===== src/design/stb_pkg.sv =====
package stb_pkg;

    localparam int NUM_TIMERS_DEF = 8;
    localparam int MASK_W         = 8;

    typedef enum logic [2:0] {
        OP_TICK  = 3'd0,
        OP_SET   = 3'd1,
        OP_STOP  = 3'd2,
        OP_QUERY = 3'd3,
        OP_CLEAR = 3'd4
    } op_t;

    typedef enum logic [1:0] {
        ST_IDLE,
        ST_EXEC,
        ST_QCMP,
        ST_WALK
    } state_t;

    typedef struct packed {
        logic [2:0]  op;
        logic [7:0]  timer_index;
        logic [31:0] duration_ms;
        logic        has_callback;
    } cmd_t;

    typedef struct packed {
        logic              status_error;
        logic              timed_out;
        logic [MASK_W-1:0] fired_mask;
        logic [31:0]       tick_count;
    } rsp_t;

endpackage


===== src/design/software_timer_bank_core.sv =====
// Bank of NUM_TIMERS one-shot timers driven by tick, set, stop, query and
// clear-all commands. A command is taken when start is high and busy is low;
// its one result appears on result for the single cycle that done is high,
// and must be captured then. Counts and targets live in two small memories
// that share one registered read port, each with its own write port, and a
// single compare/increment unit walks the timers one per cycle. An enabled
// tick walks every timer, a query reads and then compares, others end in EXEC.
module software_timer_bank_core #(
    parameter int NUM_TIMERS = stb_pkg::NUM_TIMERS_DEF
) (
    input  logic         clk,
    input  logic         rst_n,
    input  logic         cfg_we,
    input  logic         cfg_wdata,
    input  logic         start,
    input  stb_pkg::cmd_t cmd,
    output logic         busy,
    output logic         done,
    output stb_pkg::rsp_t result
);
    import stb_pkg::*;

    localparam int IW = (NUM_TIMERS > 1) ? $clog2(NUM_TIMERS) : 1;
    localparam int CW = $clog2(NUM_TIMERS + 1);

    state_t state_reg, state_next;
    cmd_t   cmd_reg;
    logic   enabled_reg;
    logic [31:0] tick_reg, tick_next;

    logic [NUM_TIMERS-1:0] run_reg, run_next;
    logic [NUM_TIMERS-1:0] ntf_reg, ntf_next;
    logic [NUM_TIMERS-1:0] want_reg, want_next;
    logic [NUM_TIMERS-1:0] cvld_reg, cvld_next;
    logic [NUM_TIMERS-1:0] tvld_reg, tvld_next;

    logic [CW-1:0]     walk_reg, walk_next;
    logic              p_vld_reg, p_vld_next;
    logic [IW-1:0]     p_idx_reg, p_idx_next;
    logic [MASK_W-1:0] mask_reg, mask_next;

    logic done_reg, done_next;
    rsp_t rsp_reg, rsp_next;

    logic [31:0] cnt_mem [NUM_TIMERS];
    logic [31:0] tgt_mem [NUM_TIMERS];
    logic [31:0] cnt_rd_reg, tgt_rd_reg;
    logic        rd_en, cnt_we, tgt_we;
    logic [IW-1:0] rd_addr;

    logic [IW-1:0] cmd_idx, unit_idx;
    logic          idx_ok;
    logic [31:0]   cur_cnt, cur_tgt, cnt_inc;
    logic          cnt_lt;
    logic [7:0]    p_ext;

    assign cmd_idx = cmd_reg.timer_index[IW-1:0];
    assign idx_ok  = cmd_reg.timer_index < 8'(NUM_TIMERS);
    assign p_ext   = 8'(p_idx_reg);

    // shared compare/increment unit; entries never written read as zero
    assign unit_idx = (state_reg == ST_WALK) ? p_idx_reg : cmd_idx;
    assign cur_cnt  = cvld_reg[unit_idx] ? cnt_rd_reg : 32'd0;
    assign cur_tgt  = tvld_reg[unit_idx] ? tgt_rd_reg : 32'd0;
    assign cnt_lt   = cur_cnt < cur_tgt;
    assign cnt_inc  = cur_cnt + 32'd1;

    always_comb
    begin
        state_next = state_reg;
        case (state_reg)
            ST_IDLE:
            begin
                if (start)
                    state_next = ST_EXEC;
            end
            ST_EXEC:
            begin
                if (op_t'(cmd_reg.op) == OP_TICK && enabled_reg)
                    state_next = ST_WALK;
                else if (op_t'(cmd_reg.op) == OP_QUERY)
                    state_next = ST_QCMP;
                else
                    state_next = ST_IDLE;
            end
            ST_QCMP:
                state_next = ST_IDLE;
            ST_WALK:
            begin
                if (walk_reg == CW'(NUM_TIMERS) && p_vld_reg)
                    state_next = ST_IDLE;
            end
            default:
                state_next = ST_IDLE;
        endcase
    end

    always_comb
    begin
        tick_next  = tick_reg;
        run_next   = run_reg;
        ntf_next   = ntf_reg;
        want_next  = want_reg;
        cvld_next  = cvld_reg;
        tvld_next  = tvld_reg;
        walk_next  = walk_reg;
        p_vld_next = 1'b0;
        p_idx_next = p_idx_reg;
        mask_next  = mask_reg;
        rd_en      = 1'b0;
        rd_addr    = cmd_idx;
        cnt_we     = 1'b0;
        tgt_we     = 1'b0;
        done_next  = 1'b0;
        rsp_next   = '0;
        rsp_next.tick_count = tick_reg;
        case (state_reg)
            ST_IDLE:
            begin
            end
            ST_EXEC:
            begin
                done_next = 1'b1;
                case (op_t'(cmd_reg.op))
                    OP_TICK:
                    begin
                        tick_next = tick_reg + 32'd1;
                        rsp_next.tick_count = tick_next;
                        if (enabled_reg)
                        begin
                            done_next = 1'b0;
                            walk_next = '0;
                            mask_next = '0;
                        end
                    end
                    OP_SET:
                    begin
                        if (!idx_ok)
                            rsp_next.status_error = 1'b1;
                        else if (!run_reg[cmd_idx])
                        begin
                            run_next[cmd_idx]  = 1'b1;
                            ntf_next[cmd_idx]  = 1'b0;
                            want_next[cmd_idx] = cmd_reg.has_callback;
                            cvld_next[cmd_idx] = 1'b0;
                            tvld_next[cmd_idx] = 1'b1;
                            tgt_we             = 1'b1;
                        end
                    end
                    OP_STOP:
                    begin
                        if (!idx_ok)
                            rsp_next.status_error = 1'b1;
                        else
                        begin
                            run_next[cmd_idx]  = 1'b0;
                            cvld_next[cmd_idx] = 1'b0;
                        end
                    end
                    OP_QUERY:
                    begin
                        done_next = 1'b0;
                        rd_en     = 1'b1;
                    end
                    OP_CLEAR:
                    begin
                        run_next  = '0;
                        ntf_next  = '0;
                        want_next = '0;
                        cvld_next = '0;
                        tvld_next = '0;
                    end
                    default:
                    begin
                    end
                endcase
            end
            ST_QCMP:
            begin
                done_next          = 1'b1;
                rsp_next.timed_out = idx_ok && !cnt_lt;
            end
            ST_WALK:
            begin
                // read the next timer while the previous one is updated
                if (walk_reg < CW'(NUM_TIMERS))
                begin
                    rd_en      = 1'b1;
                    rd_addr    = walk_reg[IW-1:0];
                    p_vld_next = 1'b1;
                    p_idx_next = walk_reg[IW-1:0];
                    walk_next  = walk_reg + CW'(1);
                end
                if (p_vld_reg && run_reg[p_idx_reg])
                begin
                    if (cnt_lt)
                    begin
                        cnt_we              = 1'b1;
                        cvld_next[p_idx_reg] = 1'b1;
                    end
                    else if (!ntf_reg[p_idx_reg] && want_reg[p_idx_reg])
                    begin
                        ntf_next[p_idx_reg] = 1'b1;
                        if (p_ext < 8'(MASK_W))
                            mask_next[p_ext[2:0]] = 1'b1;
                    end
                end
                if (walk_reg == CW'(NUM_TIMERS) && p_vld_reg)
                begin
                    done_next           = 1'b1;
                    rsp_next.fired_mask = mask_next;
                end
            end
            default:
            begin
            end
        endcase
    end

    always_ff @(posedge clk or negedge rst_n)
    begin
        if (!rst_n)
        begin
            state_reg   <= ST_IDLE;
            enabled_reg <= 1'b0;
            tick_reg    <= '0;
            run_reg     <= '0;
            ntf_reg     <= '0;
            want_reg    <= '0;
            cvld_reg    <= '0;
            tvld_reg    <= '0;
            walk_reg    <= '0;
            p_vld_reg   <= 1'b0;
            done_reg    <= 1'b0;
        end
        else
        begin
            state_reg <= state_next;
            if (cfg_we)
                enabled_reg <= cfg_wdata;
            tick_reg  <= tick_next;
            run_reg   <= run_next;
            ntf_reg   <= ntf_next;
            want_reg  <= want_next;
            cvld_reg  <= cvld_next;
            tvld_reg  <= tvld_next;
            walk_reg  <= walk_next;
            p_vld_reg <= p_vld_next;
            done_reg  <= done_next;
        end
    end

    always_ff @(posedge clk)
    begin
        if (start && !busy)
            cmd_reg <= cmd;
        p_idx_reg <= p_idx_next;
        mask_reg  <= mask_next;
        rsp_reg   <= rsp_next;
    end

    always_ff @(posedge clk)
    begin
        if (cnt_we)
            cnt_mem[p_idx_reg] <= cnt_inc;
        if (tgt_we)
            tgt_mem[cmd_idx] <= cmd_reg.duration_ms;
        if (rd_en)
        begin
            cnt_rd_reg <= cnt_mem[rd_addr];
            tgt_rd_reg <= tgt_mem[rd_addr];
        end
    end

    assign busy   = (state_reg != ST_IDLE);
    assign done   = done_reg;
    assign result = rsp_reg;

    a_done_after_busy: assert property (@(posedge clk) disable iff (!rst_n)
        done |-> $past(busy))
        else $error("result strobe without a command in flight");

    a_accept_goes_busy: assert property (@(posedge clk) disable iff (!rst_n)
        start && !busy |=> busy)
        else $error("accepted item did not start work");

    a_mask_only_tick: assert property (@(posedge clk) disable iff (!rst_n)
        done && result.fired_mask != '0 |-> cmd_reg.op == OP_TICK)
        else $error("fired mask on a non-tick item");

    a_err_tmo_excl: assert property (@(posedge clk) disable iff (!rst_n)
        done |-> !(result.status_error && result.timed_out))
        else $error("error and timeout reported together");

endmodule

===== config.mk =====
export PLATFORM = sky130hd
export DESIGN_NAME = software_timer_bank_core
export DESIGN_NICKNAME = d
export VERILOG_FILES = /design/src/design/stb_pkg.sv /design/src/design/software_timer_bank_core.sv
export SDC_FILE = /design/constraint.sdc
export NUM_CORES = 1
export LEC_CHECK = 0
export ABC_AREA = 1
export CELL_PAD_IN_SITES_DETAIL_PLACEMENT = 1
export CELL_PAD_IN_SITES_GLOBAL_PLACEMENT = 2
export CORE_UTILIZATION = 40
export DETAILED_ROUTE_END_ITERATION = 8
export DONT_BUFFER_PORTS = 1
export GPL_ROUTABILITY_DRIVEN = 1
export MAX_ROUTING_LAYER = met4
export PLACE_DENSITY_LB_ADDON = 0.15
export RECOVER_POWER = 50
export SLEW_MARGIN = 25
export SYNTH_ARGS = -nofsm -noshare
export SYNTH_HDL_FRONTEND = slang
export SYNTH_SLANG_ARGS = --single-unit
export TNS_END_PERCENT = 1

===== constraint.sdc =====
create_clock -name clk -period 14.5 [get_ports clk]
set_clock_uncertainty 0.05 [all_clocks]
set_input_delay 0 -clock clk [delete_from_list [all_inputs] [get_ports clk]]
set_output_delay 0 -clock clk [all_outputs]
set_load 0.02 [all_outputs]

-- Word level (Yosys, flattened, before mapping)
Memory sizes are Yosys's and may differ from the RTL's. A register that Yosys moved wholly into a read port is not among the register bits.
Index checks and enable logic that the tools add are counted.
- flip-flop bits (word level): 178
- memory bits (writable): 512
- output and inout bits: 44
- memories: 2
- add/sub/neg operators: 3
- order comparisons: 9
- equal/unequal tests: 25
- multiplexer cells: 84
- bitwise gates (word level): 9
- reductions and logical operators: 28
- memory list (name ; depth ; bits a word ; rd ports ; clocked after memory_dff ; wr ports ; line ; source):
    cnt_mem ; 8 ; 32 ; 1 ; 1 ; 1 ; software_timer_bank_core.sv:45 ; logic [31:0] cnt_mem [NUM_TIMERS];
    tgt_mem ; 8 ; 32 ; 1 ; 1 ; 1 ; software_timer_bank_core.sv:46 ; logic [31:0] tgt_mem [NUM_TIMERS];
- operators by type and width (kind ; number):
    2-to-1 mux 8 bit ; 23
    2-to-1 mux 32 bit ; 4
    one-hot mux 8 bit (2 select lines) ; 6
    adder 32 x 1 -> 32 bit (second input constant) ; 2
    one-hot mux 8 bit (3 select lines) ; 2
    OR 8 bit ; 5
    < comparator 32 bit ; 1
    2-to-1 mux 1 bit ; 25
    AND 8 bit ; 3
    binary-select mux 1 bit (select 3 bit) ; 6
    < comparator 3 x 4 -> 1 bit (second input constant) ; 4
    inequality test 2 bit (second input constant) ; 8
    AND reduction 7 bit ; 2
    2-to-1 mux 4 bit ; 3
    2-to-1 mux 3 bit ; 3
    inequality test 3 bit (second input constant) ; 3
    bitwise mux 8 bit ; 1
    logical AND 1 bit ; 8
    < comparator 8 x 4 -> 1 bit (second input constant) ; 1
    2-to-1 mux 2 bit ; 4
    inequality test 2 x 1 -> 1 bit (second input constant) ; 4
    NOT 8 bit ; 1
    one-hot mux 2 bit (4 select lines) ; 1
    one-hot mux 4 bit (2 select lines) ; 1
    other kinds (24) ; 37

-- Logic depth before layout (Yosys ltp)
- depth in word-level cells: 11
- gate-level depth with buffers: 27
- gate-level depth less buffers: 25

-- Least setup slack after synthesis
Ideal clock, no wire load.
- path type: register -> register
- start point: register cmd_reg, in the netlist cmd_idx[1]
- end point: memory cnt_mem[0][0], enable pin
- setup time: 0.421 ns
- data arrival time: 4.702 ns
- required time: 14.029 ns
- setup slack: 9.327 ns
- cell stages (with the launch flop): 22
- buffers on the path: 4
- period minus slack after synthesis: 5.173 ns
- cells stage by stage: edfxtp_1 buf_2 inv_1 nand2_1 o21ai_1 nand3_1 nand2_1 nand2_1 nand2_4 buf_2 buf_2 nor2_1 ha_1 a21oi_1 nor2_1 a211oi_1 o21a_1 o21ai_0 a21oi_1 nand3_4 buf_6 nor2_1
- longest elaborated chain between the ends: 10
- elaborated cells on any way between the ends: 13
- those cells by class: order compare (1); mux (12)
- RTL lines (what ; line ; source):
    from (decl) ; software_timer_bank_core.sv:27 ; cmd_t cmd_reg;
    from (signal assigned) ; software_timer_bank_core.sv:256 ; cmd_reg <= cmd;
    2-to-1 mux 3 bit (*) ; software_timer_bank_core.sv:62 ; assign unit_idx = (state_reg == ST_WALK) ? p_idx_reg : cmd_idx;
    binary-select mux 1 bit (select 3 bit), on equally long branches ; software_timer_bank_core.sv:63, software_timer_bank_core.sv:64 ;
    2-to-1 mux 1 bit, on equally long branches ; software_timer_bank_core.sv:63, software_timer_bank_core.sv:64 ;
    2-to-1 mux 32 bit, on equally long branches ; software_timer_bank_core.sv:63, software_timer_bank_core.sv:64 ;
    < comparator 32 bit (*) ; software_timer_bank_core.sv:65 ; assign cnt_lt = cur_cnt < cur_tgt;
    2-to-1 mux 1 bit (*) ; software_timer_bank_core.sv:196 ; if (cnt_lt)
    2-to-1 mux 1 bit (*) ; software_timer_bank_core.sv:194 ; if (p_vld_reg && run_reg[p_idx_reg])
    2-to-1 mux 1 bit (*) ; software_timer_bank_core.sv:117 ; case (state_reg)
    2-to-1 mux 1 bit (*) ; software_timer_bank_core.sv:264 ; if (cnt_we)
    2-to-1 mux 1 bit (not written as such) (*) ; software_timer_bank_core.sv:265 ; cnt_mem[p_idx_reg] <= cnt_inc;
    to (decl) ; software_timer_bank_core.sv:45 ;
Mark *: on every way between the ends. The rest lies on a longest branch, timed or not. The select of a mux whose other input is x is not followed.

-- Worst setup path in the final report
- start point: register state_reg[0]
- end point: memory cnt_mem[5][28], enable pin
- longest elaborated chain between the ends: 11
- elaborated cells on any way between the ends: 14
- those cells by class: order compare (1); eq/ne (1); mux (12)
- RTL lines (what ; line ; source):
    from (decl) ; software_timer_bank_core.sv:26 ; state_t state_reg, state_next;
    from (signal assigned) ; software_timer_bank_core.sv:238 ; state_reg <= state_next;
    == test 2 bit (*) ; software_timer_bank_core.sv:62, software_timer_bank_core.sv:117 ;
    2-to-1 mux 3 bit ; software_timer_bank_core.sv:62 ;
    binary-select mux 1 bit (select 3 bit), on equally long branches ; software_timer_bank_core.sv:63, software_timer_bank_core.sv:64 ;
    2-to-1 mux 1 bit, on equally long branches ; software_timer_bank_core.sv:63, software_timer_bank_core.sv:64 ;
    2-to-1 mux 32 bit, on equally long branches ; software_timer_bank_core.sv:63, software_timer_bank_core.sv:64 ;
    < comparator 32 bit ; software_timer_bank_core.sv:65 ;
    2-to-1 mux 1 bit ; software_timer_bank_core.sv:196 ;
    2-to-1 mux 1 bit ; software_timer_bank_core.sv:194 ;
    2-to-1 mux 1 bit (*) ; software_timer_bank_core.sv:117 ;
    2-to-1 mux 1 bit (*) ; software_timer_bank_core.sv:264 ;
    2-to-1 mux 1 bit (not written as such) (*) ; software_timer_bank_core.sv:265 ;
Marked as above.

==> qor.txt <==
Hold Crit Class: primary input to register
Clock Power Share: 36.1%
Post-CTS Setup Repair Bufs: 0
Gate power share: 17.1%
Top cells by count, synth: edfxtp_1, nor2_1, o21ai_0
Clock buffer depth: 3
Cell Pwr Density: 158 nW/um^2
Iter 0 DRT Violations: 1164
CP Buf/Inv Count: 4
Worst setup EP type: register
Fin cells: 3759
Synthesized Nets: 2652
Post-synthesis cell area: 30700 sq um
Top-count cell post-synth: edfxtp_1
Top cell family by delay on the critical path: simple AND/OR/NAND/NOR gates
Placed Cells: 3512
Largest net degree at the start of global routing: 203
Crit start category: register
Synth cell types: 58
Slowest stage delay, CP: 0.88 ns
Clock sink count: 754
Cell row count: 101
Die height: 279 um
Clk_lat worst skew: 0.63 ns
Internal power of the cells: 0.00398 W
FMAX: 156 MHz
DR DRC count: 0
Net Sw Frac: 29.1%
Post-Route Utilization: 46.8%
Synth async-reset ratio: 10.7%
Die W: 279 um
Total Routed Length: 80300 um
First-pass GRT wire length: 124000 um
Max_slew headroom: -217%
Mean routed wirelength per cell: 21.4 um
Syn_area_per_cell: 12.0 sq um
Initial Util: 40.4%
Setup violators final: 0
Vias per cell: 5.23
Share of the synthesized area in the top cell type: 61.7%
Final Total Pwr: 0.00562 W
Worst-Margin Slew: 4.76 ns
Setup Crit Path Kind: register to register
Core ar.: 75900 sq um
Initial antenna violation count: 2
Layout Area Growth over Synthesis: 15.8%
Fin Setup TNS: 0 ns
Vias: 19700
TritonRoute pass-1 iters: 5
Die area: 77900 sq um
Final Hold Fails: 0
Worst Path Arrival: 6.61 ns
Flip-flop and latch count after synthesis: 754
Critical path's most frequent cell: nand2_1
Post-synthesis cell count: 2569
Crit-path slowest cell: nor2_4
Psw: 0.00163 W
GP Congestion: 0.835
Clk pin slew, worst setup/hold paths: 0.06 ns
Final hold slack: 0.0527 ns
Depth of the CTS H-tree: 3
CTS tree: built
Gr usage total: 21.4%
I/O pins: 93
Port buffer count: 0
CP cell instances: nand2_1 > inv_1 > a21oi_1 > inv_1 > nand2_1 > nand2_1 > inv_1 > buf_4 > nand2_1 > ha_1 > a21oi_1 > nor2_1 > a211oi_1 > o21a_1 > o21ai_0 > a21oi_1 > nand3_4 > nor2_4
EDFF count, synth: 631
CTS root buf: clkbuf_16
Status: finished with violations
YS warnings: 0
Fill count: 7832
Synth area leaders: edfxtp_1, nor2_1, dfrtp_1, o21ai_0, dfxtp_1
Most used DFF post-synth: edfxtp_1
Share of layout cells above drive strength 1: 7.88%
Sequential fraction of the synthesis area: 71.0%
Final-stage net count: 2745
Post-CTS Hold Fix Bufs: 95
Failing checks: capacitance limit, slew limit
Num CTS Buffers: 81
Vias in the first global route: 20600
GRT overflow: 0
Worst Path Max Fanout: 32
Flop pwr share: 46.8%
Crit share post-route: 44.3%
RSZ-0062 raised after global routing: false
Synth area leader: edfxtp_1
Final ANT Viol Nets: 0
Cts repair resizes: 0
Max-cap violation count: 8
DP Wirelength: 48700 um
Final min period: 6.43 ns
Fin. max-slew vios: 353
Pleak: 12.6 nW
Setup slack, reg-to-reg: 8.07 ns
CP Data Required Time: 14.69 ns
VDD IR max: 0.110 mV
[metrics by stage]
step	setup WS, ns	cell area, sq um
2_1_floorplan	9.33	30700
3_3_place_gp	8.91	31900
3_5_place_dp	8.84	32000
4_1_cts	8.82	35600
5_1_grt	7.51	35600
6_report	8.07	35600
[cell families (layout without fill, tap and decap cells)]
group / after synthesis / after routing / share of synthesized area, %
AO/OA/AOI/OAI: 506 / 506 / 9.15
XOR/XNOR: 61 / 61 / 1.74
adder cells (fa/ha/maj): 34 / 34 / 1.38
buffers and inverters: 274 / 432 / 3.40
flip-flops: 754 / 754 / 71.0
multiplexers: 1 / 1 / 0.0367
other: 0 / 2 / 0
AND/OR/NAND/NOR: 939 / 939 / 13.3
[path summary, 6_finish.rpt]
path / start / to / depth (start not counted)
worst max-delay path: state_reg[0] / cnt_mem[5][28] / 18
worst min-delay path: cmd[32] / cmd_reg[32] / 1
worst max register to register: state_reg[0] / cnt_mem[5][28] / 18
worst min register to register: tick_reg[31] / tick_reg[31] / 1
max in group asynchronous: rst_n / ntf_reg[5] / 4
min in group asynchronous: rst_n / tick_reg[9] / 4
[layout make-up]
type | instances | area (sq um) | share of cell area (%)
repair buffers | 124 | 1270 | 3.57
clock inverters | 39 | 377 | 1.06
multi-input cells | 1541 | 7970 | 22.4
diodes | 2 | 5.00 | 0.0141
well taps | 1030 | 1290 | 3.62
flip-flops and latches | 754 | 21800 | 61.3
inverters | 160 | 608 | 1.71
clock buffers | 109 | 2230 | 6.28
[power by group through the flow]
stage	sequential (W)	clock [W]	combinational, W
6_report	0.00263	0.00203	0.000960
5_1_grt	0.00264	0.00216	0.00108
4_1_cts	0.00262	0.00208	0.000979
3_5_place_dp	0.00267	0	0.000947
3_3_place_gp	0.00266	0	0.000912
2_1_floorplan	0.00263	0	0.000636
[routing by layer]
metal / global-route usage (%) / vias up / share of wire (%) / wire length, um
met3: 2.54 / 96 / 2.8 / 2280
met4: 5.48 / 0 / 1.6 / 1280
li1: - / 9270 / - / -
met1: 29.9 / 10000 / 49 / 39500
met5: - / - / 0 / 0
met2: 33.2 / 289 / 46 / 37200
[cell usage in the layout, fill, tap and decap left out, drive strengths merged, types with 23 or more instances in the layout]
cell / count
nand4: 26
inv: 163
buf: 23
clkinv: 29
dfxtp: 42
a31oi: 65
o22ai: 69
o21ai: 295
xor2: 43
ha: 34
nand2: 215
nor2: 573
dfrtp: 81
a21oi: 43
dlygate4sd3: 93
clkbuf: 116
nand3: 74
nor3: 32
edfxtp: 631
Power figures use the tool's default switching activity.
